<file path="src/design/sccbwm_pkg.sv">
// ----------------------------------------------------------------------------
// SCCB write master package
// Phase codes, register indexes and the per-tick pin/status result type.
// ----------------------------------------------------------------------------
package sccbwm_pkg;

    localparam int PHASE_W = 5;

    localparam logic [PHASE_W-1:0] PH_IDLE    = 5'd0;
    localparam logic [PHASE_W-1:0] PH_ST_HIGH = 5'd1;
    localparam logic [PHASE_W-1:0] PH_ST_FALL = 5'd2;
    localparam logic [PHASE_W-1:0] PH_ST_LOW  = 5'd3;
    localparam logic [PHASE_W-1:0] PH_ST_PAD  = 5'd4;
    localparam logic [PHASE_W-1:0] PH_B_SET   = 5'd5;
    localparam logic [PHASE_W-1:0] PH_B_HIGH  = 5'd6;
    localparam logic [PHASE_W-1:0] PH_B_LOW   = 5'd7;
    localparam logic [PHASE_W-1:0] PH_A_SET   = 5'd8;
    localparam logic [PHASE_W-1:0] PH_A_HIGH  = 5'd9;
    localparam logic [PHASE_W-1:0] PH_A_LOW   = 5'd10;
    localparam logic [PHASE_W-1:0] PH_A_PAD   = 5'd11;
    localparam logic [PHASE_W-1:0] PH_END_PAD = 5'd12;
    localparam logic [PHASE_W-1:0] PH_P_LOW   = 5'd13;
    localparam logic [PHASE_W-1:0] PH_P_HIGH  = 5'd14;
    localparam logic [PHASE_W-1:0] PH_P_RISE  = 5'd15;
    localparam logic [PHASE_W-1:0] PH_P_PAD   = 5'd16;

    // ninth-bit outcome, kept in the bit index
    localparam logic [3:0] ACKED_MARK  = 4'd8;
    localparam logic [3:0] NACKED_MARK = 4'd9;
    localparam logic [3:0] LAST_BIT    = 4'd7;

    localparam logic [1:0] BYTE_DEV  = 2'd0;
    localparam logic [1:0] BYTE_ADDR = 2'd1;
    localparam logic [1:0] BYTE_DATA = 2'd2;

    localparam logic CFG_DEVICE_ADDRESS = 1'b0;
    localparam logic CFG_UNIT_TICKS     = 1'b1;

    localparam logic [7:0]  DEVICE_ADDRESS_RST = 8'h42;
    localparam logic [15:0] UNIT_TICKS_RST     = 16'd100;

    typedef struct packed {
        logic nack;
        logic done_res;
        logic busy_res;
        logic sda_drive;
        logic sda_out;
        logic scl;
    } tick_res_t;

endpackage

</file>
<file path="src/design/sccb_register_write_master_top.sv">
// ----------------------------------------------------------------------------
// SCCB register write master
// Tick-level SCCB three-byte write master with stream handshake.
// ----------------------------------------------------------------------------
// Each input transfer is one bus tick and yields exactly one output transfer
// with that tick's SCL/SDA levels and status. A transfer is taken every clock
// cycle unless the output register is full and m_tready is low; its result
// appears in the output register in the next cycle, and the input side keeps
// accepting while that register is emptied in the same cycle. The rate of one
// tick per cycle is set by the single phase state register update per transfer.
module sccb_register_write_master_top (
    input  logic        aclk,
    input  logic        aresetn,
    input  logic        s_tvalid,
    output logic        s_tready,
    input  logic [23:0] s_tdata,   // reg_addr[7:0], reg_data[15:8], sda_in[16], zero pad
    input  logic        s_tuser,   // start_req
    output logic        m_tvalid,
    input  logic        m_tready,
    output logic [7:0]  m_tdata,   // scl, sda_out, sda_drive, busy_res, done_res, nack, pad
    input  logic        cfg_wr_en,
    input  logic        cfg_index,
    input  logic [15:0] cfg_wdata
);

    logic [7:0]            device_address_reg;
    logic [15:0]           unit_ticks_reg;
    logic                  m_tvalid_reg;
    logic [7:0]            m_tdata_reg;
    logic                  step;
    sccbwm_pkg::tick_res_t res;

    assign s_tready = !m_tvalid_reg || m_tready;
    assign step     = s_tvalid && s_tready;
    assign m_tvalid = m_tvalid_reg;
    assign m_tdata  = m_tdata_reg;

    always_ff @(posedge aclk) begin
        if (!aresetn) begin
            device_address_reg <= sccbwm_pkg::DEVICE_ADDRESS_RST;
            unit_ticks_reg     <= sccbwm_pkg::UNIT_TICKS_RST;
        end else if (cfg_wr_en) begin
            case (cfg_index)
                sccbwm_pkg::CFG_DEVICE_ADDRESS: device_address_reg <= cfg_wdata[7:0];
                default:                        unit_ticks_reg     <= cfg_wdata;
            endcase
        end
    end

    sccbwm_seq u_seq (
        .aclk           (aclk),
        .aresetn        (aresetn),
        .step           (step),
        .start_req      (s_tuser),
        .reg_addr       (s_tdata[7:0]),
        .reg_data       (s_tdata[15:8]),
        .sda_in         (s_tdata[16]),
        .device_address (device_address_reg),
        .unit_ticks     (unit_ticks_reg),
        .res            (res)
    );

    always_ff @(posedge aclk) begin
        if (!aresetn) begin
            m_tvalid_reg <= 1'b0;
        end else if (step) begin
            m_tvalid_reg <= 1'b1;
        end else if (m_tready) begin
            m_tvalid_reg <= 1'b0;
        end
    end

    always_ff @(posedge aclk) begin
        if (step) begin
            m_tdata_reg <= {2'b00, res.nack, res.done_res, res.busy_res,
                            res.sda_drive, res.sda_out, res.scl};
        end
    end

endmodule

</file>
<file path="src/design/sccbwm_seq.sv">
// ----------------------------------------------------------------------------
// SCCB write master sequencer
// Phase state machine; advances one tick per step and gives that tick's pins.
// ----------------------------------------------------------------------------
module sccbwm_seq (
    input  logic                 aclk,
    input  logic                 aresetn,
    input  logic                 step,
    input  logic                 start_req,
    input  logic [7:0]           reg_addr,
    input  logic [7:0]           reg_data,
    input  logic                 sda_in,
    input  logic [7:0]           device_address,
    input  logic [15:0]          unit_ticks,
    output sccbwm_pkg::tick_res_t res
);

    logic [sccbwm_pkg::PHASE_W-1:0] phase_reg, phase_next;
    logic [3:0]  bit_index_reg, bit_index_next;
    logic [1:0]  byte_index_reg, byte_index_next;
    logic [15:0] tick_count_reg, tick_count_next;
    logic [7:0]  shift_byte_reg, shift_byte_next;
    logic [7:0]  latched_addr_reg, latched_addr_next;
    logic [7:0]  latched_data_reg, latched_data_next;
    logic        nack_seen_reg, nack_seen_next;

    logic                           start_now;
    logic [sccbwm_pkg::PHASE_W-1:0] cur_phase;
    logic [3:0]                     cur_bit_index;
    logic [1:0]                     cur_byte_index;
    logic [15:0]                    cur_tick;
    logic [7:0]                     cur_shift;
    logic                           cur_nack;
    logic                           cur_bit;
    logic [16:0]                    tick_inc;
    logic                           unit_end;
    logic [1:0]                     nb_index;
    logic [7:0]                     nb_byte;

    assign start_now = (phase_reg == sccbwm_pkg::PH_IDLE) && start_req;

    assign cur_phase      = start_now ? sccbwm_pkg::PH_ST_HIGH : phase_reg;
    assign cur_bit_index  = start_now ? 4'd0 : bit_index_reg;
    assign cur_byte_index = start_now ? 2'd0 : byte_index_reg;
    assign cur_tick       = start_now ? 16'd0 : tick_count_reg;
    assign cur_shift      = start_now ? device_address : shift_byte_reg;
    assign cur_nack       = start_now ? 1'b0 : nack_seen_reg;

    assign cur_bit  = cur_shift[3'd7 - cur_bit_index[2:0]];
    assign tick_inc = {1'b0, cur_tick} + 17'd1;
    assign unit_end = tick_inc >= {1'b0, unit_ticks};

    // byte that follows the current one
    assign nb_index = cur_byte_index + 2'd1;
    always_comb begin
        case (nb_index)
            sccbwm_pkg::BYTE_DEV:  nb_byte = device_address;
            sccbwm_pkg::BYTE_ADDR: nb_byte = latched_addr_reg;
            default:               nb_byte = latched_data_reg;
        endcase
    end

    always_comb begin
        res               = '0;
        res.scl           = 1'b1;
        res.sda_out       = 1'b1;
        res.sda_drive     = 1'b1;
        res.busy_res      = 1'b1;
        phase_next        = cur_phase;
        bit_index_next    = cur_bit_index;
        byte_index_next   = cur_byte_index;
        tick_count_next   = cur_tick;
        shift_byte_next   = cur_shift;
        latched_addr_next = start_now ? reg_addr : latched_addr_reg;
        latched_data_next = start_now ? reg_data : latched_data_reg;
        nack_seen_next    = cur_nack;

        if (cur_phase == sccbwm_pkg::PH_IDLE ||
            cur_phase > sccbwm_pkg::PH_P_PAD) begin
            res.busy_res = 1'b0;
            phase_next   = sccbwm_pkg::PH_IDLE;
        end else begin
            unique case (cur_phase)
                sccbwm_pkg::PH_ST_HIGH: begin
                    res.scl = 1'b1; res.sda_out = 1'b1;
                end
                sccbwm_pkg::PH_ST_FALL: begin
                    res.scl = 1'b1; res.sda_out = 1'b0;
                end
                sccbwm_pkg::PH_ST_LOW, sccbwm_pkg::PH_ST_PAD,
                sccbwm_pkg::PH_P_LOW: begin
                    res.scl = 1'b0; res.sda_out = 1'b0;
                end
                sccbwm_pkg::PH_B_SET, sccbwm_pkg::PH_B_LOW: begin
                    res.scl = 1'b0; res.sda_out = cur_bit;
                end
                sccbwm_pkg::PH_B_HIGH: begin
                    res.scl = 1'b1; res.sda_out = cur_bit;
                end
                sccbwm_pkg::PH_A_SET, sccbwm_pkg::PH_A_LOW: begin
                    res.scl = 1'b0; res.sda_out = 1'b0; res.sda_drive = 1'b0;
                end
                sccbwm_pkg::PH_A_HIGH: begin
                    res.scl = 1'b1; res.sda_out = 1'b0; res.sda_drive = 1'b0;
                end
                sccbwm_pkg::PH_A_PAD, sccbwm_pkg::PH_END_PAD: begin
                    res.scl = 1'b0; res.sda_out = cur_shift[0];
                end
                sccbwm_pkg::PH_P_HIGH: begin
                    res.scl = 1'b1; res.sda_out = 1'b0;
                end
                default: begin
                    res.scl = 1'b1; res.sda_out = 1'b1;
                end
            endcase

            if (unit_end) begin
                tick_count_next = 16'd0;
                unique case (cur_phase)
                    sccbwm_pkg::PH_ST_HIGH: phase_next = sccbwm_pkg::PH_ST_FALL;
                    sccbwm_pkg::PH_ST_FALL: phase_next = sccbwm_pkg::PH_ST_LOW;
                    sccbwm_pkg::PH_ST_LOW:  phase_next = sccbwm_pkg::PH_ST_PAD;
                    sccbwm_pkg::PH_ST_PAD: begin
                        byte_index_next = sccbwm_pkg::BYTE_DEV;
                        shift_byte_next = device_address;
                        bit_index_next  = 4'd0;
                        phase_next      = sccbwm_pkg::PH_B_SET;
                    end
                    sccbwm_pkg::PH_B_SET:  phase_next = sccbwm_pkg::PH_B_HIGH;
                    sccbwm_pkg::PH_B_HIGH: phase_next = sccbwm_pkg::PH_B_LOW;
                    sccbwm_pkg::PH_B_LOW: begin
                        if (cur_bit_index >= sccbwm_pkg::LAST_BIT) begin
                            phase_next = sccbwm_pkg::PH_A_SET;
                        end else begin
                            bit_index_next = cur_bit_index + 4'd1;
                            phase_next     = sccbwm_pkg::PH_B_SET;
                        end
                    end
                    sccbwm_pkg::PH_A_SET: phase_next = sccbwm_pkg::PH_A_HIGH;
                    sccbwm_pkg::PH_A_HIGH: begin
                        if (sda_in) begin
                            nack_seen_next = 1'b1;
                            bit_index_next = sccbwm_pkg::NACKED_MARK;
                        end else begin
                            bit_index_next = sccbwm_pkg::ACKED_MARK;
                        end
                        phase_next = sccbwm_pkg::PH_A_LOW;
                    end
                    sccbwm_pkg::PH_A_LOW, sccbwm_pkg::PH_A_PAD: begin
                        if (cur_phase == sccbwm_pkg::PH_A_LOW &&
                            cur_bit_index == sccbwm_pkg::ACKED_MARK) begin
                            phase_next = sccbwm_pkg::PH_A_PAD;
                        end else if (cur_byte_index >= sccbwm_pkg::BYTE_DATA) begin
                            phase_next = sccbwm_pkg::PH_END_PAD;
                        end else begin
                            byte_index_next = nb_index;
                            shift_byte_next = nb_byte;
                            bit_index_next  = 4'd0;
                            phase_next      = sccbwm_pkg::PH_B_SET;
                        end
                    end
                    sccbwm_pkg::PH_END_PAD: phase_next = sccbwm_pkg::PH_P_LOW;
                    sccbwm_pkg::PH_P_LOW:   phase_next = sccbwm_pkg::PH_P_HIGH;
                    sccbwm_pkg::PH_P_HIGH:  phase_next = sccbwm_pkg::PH_P_RISE;
                    sccbwm_pkg::PH_P_RISE:  phase_next = sccbwm_pkg::PH_P_PAD;
                    default: begin
                        res.done_res = 1'b1;
                        res.nack     = cur_nack;
                        phase_next   = sccbwm_pkg::PH_IDLE;
                    end
                endcase
            end else begin
                tick_count_next = tick_inc[15:0];
            end
        end
    end

    always_ff @(posedge aclk) begin
        if (!aresetn) begin
            phase_reg        <= sccbwm_pkg::PH_IDLE;
            bit_index_reg    <= '0;
            byte_index_reg   <= '0;
            tick_count_reg   <= '0;
            shift_byte_reg   <= '0;
            latched_addr_reg <= '0;
            latched_data_reg <= '0;
            nack_seen_reg    <= 1'b0;
        end else if (step) begin
            phase_reg        <= phase_next;
            bit_index_reg    <= bit_index_next;
            byte_index_reg   <= byte_index_next;
            tick_count_reg   <= tick_count_next;
            shift_byte_reg   <= shift_byte_next;
            latched_addr_reg <= latched_addr_next;
            latched_data_reg <= latched_data_next;
            nack_seen_reg    <= nack_seen_next;
        end
    end

endmodule
</file>
<file path="config.mk">
export PLATFORM = sky130hd
export DESIGN_NAME = sccb_register_write_master_top
export DESIGN_NICKNAME = d
export VERILOG_FILES = /design/src/design/sccbwm_pkg.sv /design/src/design/sccb_register_write_master_top.sv /design/src/design/sccbwm_seq.sv
export SDC_FILE = /design/constraint.sdc
export NUM_CORES = 1
export LEC_CHECK = 0
export BUFFER_PORTS_ARGS = -buffer_cell sky130_fd_sc_hd__buf_2
export CAP_MARGIN = 20
export CELL_PAD_IN_SITES_DETAIL_PLACEMENT = 1
export CELL_PAD_IN_SITES_GLOBAL_PLACEMENT = 1
export CORE_ASPECT_RATIO = 0.9
export CORE_MARGIN = 4
export CORE_UTILIZATION = 25
export CTS_CLUSTER_SIZE = 25
export DETAILED_ROUTE_END_ITERATION = 8
export PLACE_DENSITY = 0.48
export SYNTH_ARGS = -nofsm -noshare
export SYNTH_HDL_FRONTEND = slang
export SYNTH_HIERARCHICAL = 1
export SYNTH_SLANG_ARGS = --single-unit
export TNS_END_PERCENT = 100
</file>
<file path="constraint.sdc">
create_clock -name aclk -period 8.4 [get_ports aclk]
set_clock_uncertainty 0.1 [all_clocks]
set_input_delay 0.42 -clock aclk [delete_from_list [all_inputs] [get_ports aclk]]
set_output_delay 0.42 -clock aclk [all_outputs]
set_load 0.05 [all_outputs]
</file>
Word level (Yosys, flattened, before mapping)
Cells that the tools add are included.
- $add $sub $neg: 4
- $lt $le $gt $ge: 5
- equal/unequal tests: 17
- multiplexer cells: 44
- bitwise operators: 2
- reduce and logical (&&, ||, !) cells: 22
- operators with widths (operator ; count):
    5-bit one-hot mux with 14 select lines ; 1
    16-bit 2-to-1 mux ; 3
    5-bit by 4-bit equality test with 1-bit output, second input constant ; 8
    8-bit 2-to-1 mux ; 5
    4-bit 2-to-1 mux ; 8
    8-bit one-hot mux with 2 select lines ; 2
    5-bit by 3-bit equality test with 1-bit output, second input constant ; 4
    5-bit 2-to-1 mux ; 4
    16-bit by 1-bit adder with 17-bit output, second input constant ; 1
    17-bit by 16-bit >= comparator with 1-bit output ; 1
    17-bit OR reduction ; 1
    4-bit one-hot mux with 4 select lines ; 1
    15-bit OR reduction ; 1
    1-bit 2-to-1 mux ; 12
    5-bit by 2-bit equality test with 1-bit output, second input constant ; 2
    5-bit logical NOT ; 2
    2-bit 2-to-1 mux ; 5
    2-bit one-hot mux with 5 select lines ; 1
    2-bit OR reduction ; 4
    2-bit AND reduction ; 3
    3-bit OR reduction ; 2
    5-bit by 1-bit equality test with 1-bit output, second input constant ; 1
    5-bit > comparator, second input constant ; 1
    5-bit OR reduction ; 1
    other kinds (16) ; 20
- bits in registers: 83
- bits of input ports: 47
- output and inout bits: 10
- word-level logic and storage cells: 109

Depth between registers and ports, before layout
Gate-level depths: netlist of run 1.
- depth in word-level cells: 11
- gate-level depth with buffers: 22
- depth with buffers taken out: 17

Hierarchy
Netlist of run 1, hierarchy kept.
- by module, submodules not included (module ; instances ; cells an instance ; area each (um2)):
    sccbwm_seq ; 1 ; 521 ; 3807.4
    sccb_register_write_master_top ; 1 ; 118 ; 1239.9

Least setup slack after synthesis of run 1
No wires, ideal clock.
- kind: register to register
- start: register u_seq/phase_reg[0] (netlist bit)
- end: register u_seq/phase_reg[0] (netlist bit)
- library setup time: 0.117 ns
- data arrival time: 4.182 ns
- data required time: 8.183 ns
- path slack: 4.001 ns
- cell stages (with the launch flop): 23
- period minus slack after synthesis: 4.399 ns
- cell sequence: dfxtp_1 > buf_4 > nor4_4 > nand3b_2 > clkbuf_1 > clkbuf_1 > and2_1 > ha_1 > clkbuf_1 > and3_1 > nand3_1 > nor2_1 > xnor2_1 > nor2_1 > ha_1 > nand4_1 > nor3_1 > a221oi_1 > o221ai_1 > nor2_2 > buf_2 > a21oi_1 > a22o_1
- longest elaborated chain between the ends: 9
- elaborated cells between the ends (all ways): 37
- classes of those cells: add/sub (1); order compare (4); eq/ne (16); mux (10); reduce/logical (6)
- RTL lines (item ; line ; source):
    start: declaration ; sccbwm_seq.sv:18 ; logic [sccbwm_pkg::PHASE_W-1:0] phase_reg, phase_next;
    start signal: assignment ; sccbwm_seq.sv:180 ; phase_reg <= sccbwm_pkg::PH_IDLE;
    start signal: assignment ; sccbwm_seq.sv:189 ; phase_reg <= phase_next;
    parallel branches: the longest is 8 deep, another holds 16-bit by 1-bit adder with 17-bit output ; n/a ;
    5-bit 2-to-1 mux (*) ; sccbwm_seq.sv:78 ; if (cur_phase == sccbwm_pkg::PH_IDLE ||
Every way passes the cells marked *.
A chain may end at the register's enable or synchronous reset.

Worst setup path after layout of run 1
- start: register u_seq/phase_reg[1] (netlist bit)
- end: register m_tdata_reg[5], in the netlist m_tdata[5] (data pin)
- longest elaborated chain between the ends: 7
- elaborated cells between the ends (all ways): 27
- classes of those cells: add/sub (1); order compare (2); eq/ne (15); mux (3); bitwise (1); reduce/logical (5)
- RTL lines (item ; line ; source):
    5-bit logical NOT ; sccbwm_seq.sv:40 ; assign start_now = (phase_reg == sccbwm_pkg::PH_IDLE) && start_req;
    1-bit logical AND ; sccbwm_seq.sv:40 ;
    16-bit 2-to-1 mux ; sccbwm_seq.sv:45 ; assign cur_tick = start_now ? 16'd0 : tick_count_reg;
    16-bit by 1-bit adder with 17-bit output ; sccbwm_seq.sv:50 ; assign tick_inc = {1'b0, cur_tick} + 17'd1;
    17-bit by 16-bit >= comparator with 1-bit output ; sccbwm_seq.sv:51 ; assign unit_end = tick_inc >= {1'b0, unit_ticks};
    1-bit NOT (no line) ; n/a ;
    17-bit OR reduction (no line) ; n/a ;
    end signal: assignment ; sccb_register_write_master_top.sv:75 ; m_tdata_reg <= {2'b00, res.nack, res.done_res, res.busy_res,
    end: declaration ; sccb_register_write_master_top.sv:29 ; logic [7:0] m_tdata_reg;
Parallel ways exist; a longest one is shown, timed or not.

==> summary.md, run 1 <==
| Metric | Value |
|---|---|
| Most frequent cells in the layout | `nand2_1, dfxtp_1, a21oi_1` |
| DIE AREA | `0.0225 mm^2` |
| Antenna Nets Post-Route | `0` |
| Synthesized flop and latch total | `83` |
| Slew margin rel. | `30.7%` |
| Top cells by area, synth | `dfxtp_1, nand2_1, ha_1` |
| First-pass DRT Iterations | `4` |
| CP max stage cell | `dfxtp_1` |
| Inserted Diodes | `0` |
| RSZ-0062 raised after global routing | `no` |
| Initial antenna violation count | `0` |
| CTS Buffer Depth | `2` |
| Rows | `49` |
| Final hold violation count | `0` |
| Tot Pwr | `0.933 mW` |
| Top cell type's share of synthesized area | `30.5%` |
| Starting Density | `25.3%` |
| Layout cells sized above 1 | `14.2%` |
| Die height | `143 um` |
| Worst skew pair latency | `350 ps` |
| CTS tree | `done` |
| Crit path buf inv count | `0` |
| Area grow syn2layout | `12.7%` |
| # setup viols final | `0` |
| CTS sink count | `83` |
| YS warnings | `6` |
| CP Data Required Time | `8400 ps` |
| Vias in the first global route | `4870` |
| Routability Congestion | `0.776` |
| Synth Cell Area | `0.00505 mm^2` |
| Final nets | `724` |
| Max-cap violations | `0` |
| Max Slew Vio Count | `0` |
| FMAX | `176 MHz` |
| Slowest stage delay, CP | `570 ps` |
| CTS Hold Bufs | `0` |
| Commonest non-fill, non-tap cell in the layout | `nand2_1` |
| Max VDD drop | `0.0000880 V` |
| Post-place setup slack | `2690 ps` |
| Port bufs | `47` |
| CP endpoint kind | `register` |
| Worst path cell trace | `nor4_4, nand3b_2, and2_1, ha_1, and3_1, nand3_1, nor2_1, xnor2_1, nor2_1, ha_1, nand4_1, nor3_1, a221oi_1, o221a_2, nand2_1, and3_1, and3_1` |
| Total gr overflow | `0` |
| Async SR Flop Fraction | `0%` |
| Layout fillers | `2384` |
| PnR worst setup slack | `2700 ps` |
| CP top delay family | `simple AND/OR/NAND/NOR gates` |
| # DRC | `0` |
| Worst Tran Pin Value | `1040 ps` |
| First-pass GRT wire length | `26800 um` |
| DRT iter0 DRCs | `171` |
| Crit path launch type | `register` |
| Period Utilization, post-route | `67.8%` |
| Chip width | `158 um` |
| Cells after Synth | `639` |
| Largest net degree at the start of global routing | `59` |
| Number of distinct library cells after synthesis | `68` |
| Most used DFF post-synth | `dfxtp_1` |
| Tmin final | `5700 ps` |
| Crit Path Class | `reg2reg` |
| Number of vias per cell | `5.09` |
| Post-Syn Area per Cell | `7.90 um^2` |
| CTS clk-pin slew, worst paths | `70 ps` |
| Seq/Total Area, Yosys | `34.1%` |
| Most used cell, CP | `and3_1` |
| Fin util | `28.5%` |
| Leak | `2.23 nW` |
| Clk root buf | `clkbuf_16` |
| Pwr per Cell Area | `164 mW/mm^2` |
| Status | `finished clean` |
| Crit path DAT | `5690 ps` |
| Number of CTS-inserted buffers | `9` |
| Average wire per standard cell | `18.0 um` |
| Final wirelength | `16500 um` |
| Core area | `0.0199 mm^2` |
| Post-synth EDFFs | `6` |
| Gr usage total | `15.1%` |
| Post-CTS Resized | `0` |
| Final TNS setup | `0 ps` |
| CTS H-tree lvls | `3` |
| Max FO, Critical Path | `24` |
| Post-detail-place hpwl | `11900 um` |
| DR vias | `4667` |
| Synth area leader | `dfxtp_1` |
| Hold crit path type | `in2reg` |
| IO Count | `57` |
| Setup Buffers After CTS | `0` |
[power breakdown]
part | switching [mW] | internal [mW] | leakage [nW]
combinational | 0.0685 | 0.0339 | 1.40
clock | 0.173 | 0.233 | 0.144
sequential | 0.0117 | 0.413 | 0.677
total | 0.253 | 0.679 | 2.23
[tightest hold or removal path, stage by stage]
cell and delay (ps):
buf_2 100, nand2_1 50, a21oi_1 50
[Yosys cell counts, types with 3 or more instances]
cell type / n
buf_2: 15
mux2i_1: 17
nand2_1: 115
a31oi_1: 5
and3_1: 9
xnor2_1: 3
a211oi_1: 7
xor2_1: 12
o211a_1: 4
a22o_1: 5
o21ai_2: 7
nand4_1: 18
dfxtp_1: 77
inv_1: 28
nor3_1: 11
edfxtp_1: 6
o22ai_1: 4
o21ai_1: 8
clkbuf_1: 23
o221ai_1: 7
a22oi_1: 23
nor2_2: 3
buf_4: 6
nor2b_1: 3
nand3_1: 27
o21ai_0: 19
nand2b_1: 7
a21oi_1: 51
nor2_1: 43
and2_1: 6
o211ai_2: 3
ha_1: 21
[path summary, 6_finish.rpt]
path	start	endpoint	slack, ps	cells past startpoint
max reg2reg	u_seq/phase_reg[1]	m_tdata[5]	2700	17
max	u_seq/phase_reg[1]	m_tdata[5]	2700	17
min	s_tdata[4]	u_seq/latched_addr_reg[4]	210	3
min reg2reg	u_seq/latched_addr_reg[0]	u_seq/latched_addr_reg[0]	360	2
[layer usage]
| layer | vias up | part of all wire [%] | track usage (%) |
|---|---|---|---|
| met5 | - | 0 | 0 |
| met4 | 0 | 1.5 | 4.16 |
| met3 | 17 | 3.7 | 2.94 |
| met2 | 76 | 46 | 24.5 |
| met1 | 2260 | 49 | 20.6 |
| li1 | 2314 | - | - |
[cells by family after synthesis]
logic type | synth area share [%]
mux | 4.26
compound gates | 21.9
other cells | 0.0743
simple gates | 24.6
flops | 34.1
buf+inv | 7.24
fa+ha+maj | 5.21
xor+xnor | 2.60
[layout make-up]
cell class                      count  area [um^2]  area share [%]
Clock buffer                       11          233            4.09
Clock inverter                      5         61.3            1.08
Tap cell                          255          319            5.61
Timing Repair Buffer               52          273            4.80
Sequential cell                    83         1720            30.3
Multi-Input combinational cell    479         2960            52.1
Inverter                           31          116            2.05
[metrics by stage]
step,std cells,hold slack [ps],area [um^2]
3_5_place_dp,900,352,5390
2_1_floorplan,640,327,5050
3_3_place_gp,900,345,5390
4_1_cts,916,193,5690
6_report,916,207,5690
5_1_grt,916,211,5690
(Power assumes the default switching activity.)
==> inputs of run 2 (changes only) <==
==> constraint.sdc (replaced) <==
create_clock -name aclk -period 6 [get_ports aclk]
set_clock_uncertainty 0.1 [all_clocks]
set_input_delay 0.3 -clock aclk [delete_from_list [all_inputs] [get_ports aclk]]
set_output_delay 0.3 -clock aclk [all_outputs]
set_load 0.05 [all_outputs]
==> run 2 against run 1 <==
Critical path type unchanged. Largest power group unchanged. Power up 42%. Maximum frequency up 16%. Largest cell class unchanged. Critical endpoint unchanged. Combinational power up 44%. Final cell count up 0.55%.
==> summary.md, run 2 (synthesis gave the netlist of run 1 again) <==
| Metric | Value |
|---|---|
| Status | `finished clean` |
| Inserted Diodes | `0` |
| Max-cap violations | `0` |
| Slowest stage delay, CP | `700 ps` |
| Max Slew Vio Count | `0` |
| Final wirelength | `16200 um` |
| Starting Density | `25.3%` |
| Final hold violation count | `0` |
| Rows | `49` |
| Die height | `143 um` |
| Hold crit path type | `in2reg` |
| Post-detail-place hpwl | `11800 um` |
| Setup Buffers After CTS | `0` |
| Port bufs | `47` |
| Pwr per Cell Area | `231 mW/mm^2` |
| CTS Buffer Depth | `2` |
| Antenna Nets Post-Route | `0` |
| Layout cells sized above 1 | `15.2%` |
| # DRC | `0` |
| Number of CTS-inserted buffers | `9` |
| CP endpoint kind | `register` |
| Worst path cell trace | `nand3b_2, and2_1, ha_1, and3_1, nand3_1, nor2_1, xnor2_1, nor2_1, ha_1, nand4_1, nor3_1, a221oi_1, o221a_2, nand2_1, and3_1, and3_1` |
| Crit Path Class | `reg2reg` |
| Crit path launch type | `register` |
| Max VDD drop | `0.000116 V` |
| Area grow syn2layout | `13.9%` |
| Most frequent cells in the layout | `nand2_1, dfxtp_1, a21oi_1` |
| CTS Hold Bufs | `0` |
| Final TNS setup | `0 ps` |
| Number of vias per cell | `5.15` |
| Final nets | `729` |
| Worst Setup SP | `u_seq/phase_reg[4]` |
| Gr usage total | `14.8%` |
| Crit path DAT | `4910 ps` |
| Max FO, Critical Path | `18` |
| Largest net degree at the start of global routing | `59` |
| Chip width | `158 um` |
| DR vias | `4741` |
| Initial antenna violation count | `0` |
| Slew margin rel. | `30.6%` |
| Worst Tran Pin Value | `1040 ps` |
| First-pass DRT Iterations | `5` |
| CTS clk-pin slew, worst paths | `60 ps` |
| Tot Pwr | `1.33 mW` |
| Core area | `0.0199 mm^2` |
| Leak | `2.26 nW` |
| HP Start | `s_tdata[4]` |
| R2r startpoint | `u_seq/phase_reg[4]` |
| DRT iter0 DRCs | `277` |
| Worst skew pair latency | `350 ps` |
| Tmin final | `4910 ps` |
| Post-CTS Resized | `0` |
| CP top delay family | `simple AND/OR/NAND/NOR gates` |
| CTS sink count | `83` |
| IO Count | `57` |
| Most used cell, CP | `and3_1` |
| DIE AREA | `0.0225 mm^2` |
| CTS tree | `done` |
| Min Hold Slack | `86.4 ps` |
| Vias in the first global route | `4843` |
| First-pass GRT wire length | `26300 um` |
| Total gr overflow | `0` |
| CP Data Required Time | `6000 ps` |
| Average wire per standard cell | `17.6 um` |
| CP max stage cell | `dfxtp_1` |
| Crit path buf inv count | `0` |
| Period Utilization, post-route | `81.9%` |
| Routability Congestion | `0.773` |
| # setup viols final | `0` |
| RSZ-0062 raised after global routing | `no` |
| FMAX | `204 MHz` |
| Clk root buf | `clkbuf_16` |
| CTS H-tree lvls | `3` |
| Layout fillers | `2378` |
| Commonest non-fill, non-tap cell in the layout | `nand2_1` |
run 2: cell types whose count changed in the layout (fill, tap and decap cells not counted):
cell,delta
clkinv_4,-1
buf_4,+5
clkbuf_1,-2
clkbuf_16,+1
clkinvlp_4,+1
clkbuf_8,+3
bufinv_16,-1
clkinv_2,-1
run 2: cell type report:
type / instances / area [um^2] / area share (%)
flip-flops and latches: 83 / 1720 / 30.0
clock inverters: 3 / 25.0 / 0.435
inverters: 31 / 116 / 2.02
multi-input cells: 479 / 2960 / 51.6
clock buffers: 13 / 292 / 5.07
repair buffers: 57 / 310 / 5.40
well taps: 255 / 319 / 5.55
run 2: per-layer routing:
layer | global-route usage [%] | vias up | routed length [um]
met5 | 0 | - | 0
met4 | 3.58 | 0 | 188
met3 | 2.97 | 13 | 574
met2 | 23.5 | 87 | 7270
met1 | 20.8 | 2332 | 8180
li1 | - | 2309 | -
run 2: stage by stage:
step	utilization, %	std cells	worst slack [ps]	area (um^2)
2_1_floorplan	-	640	1600	5050
3_3_place_gp	27.3	905	1150	5430
3_5_place_dp	27.3	905	1060	5430
4_1_cts	28.8	921	1030	5750
5_1_grt	28.8	921	577	5750
6_report	28.8	921	1090	5750
run 2: final timing paths:
path,to,slack (ps),cells past startpoint
max,m_tdata[5],1090,16
min,u_seq/latched_addr_reg[4],90,3
max reg2reg,m_tdata[5],1090,16
min reg2reg,unit_ticks_reg[15],360,2
run 2: tightest hold or removal path, stage by stage:
cell,delay [ps]
buf_2,100
nand2_1,40
a21oi_1,50
run 2: power breakdown:
part	leakage [nW]	internal (mW)	switching, mW
Combinational	1.43	0.0490	0.0975
Sequential	0.677	0.578	0.0144
Clock	0.154	0.343	0.245
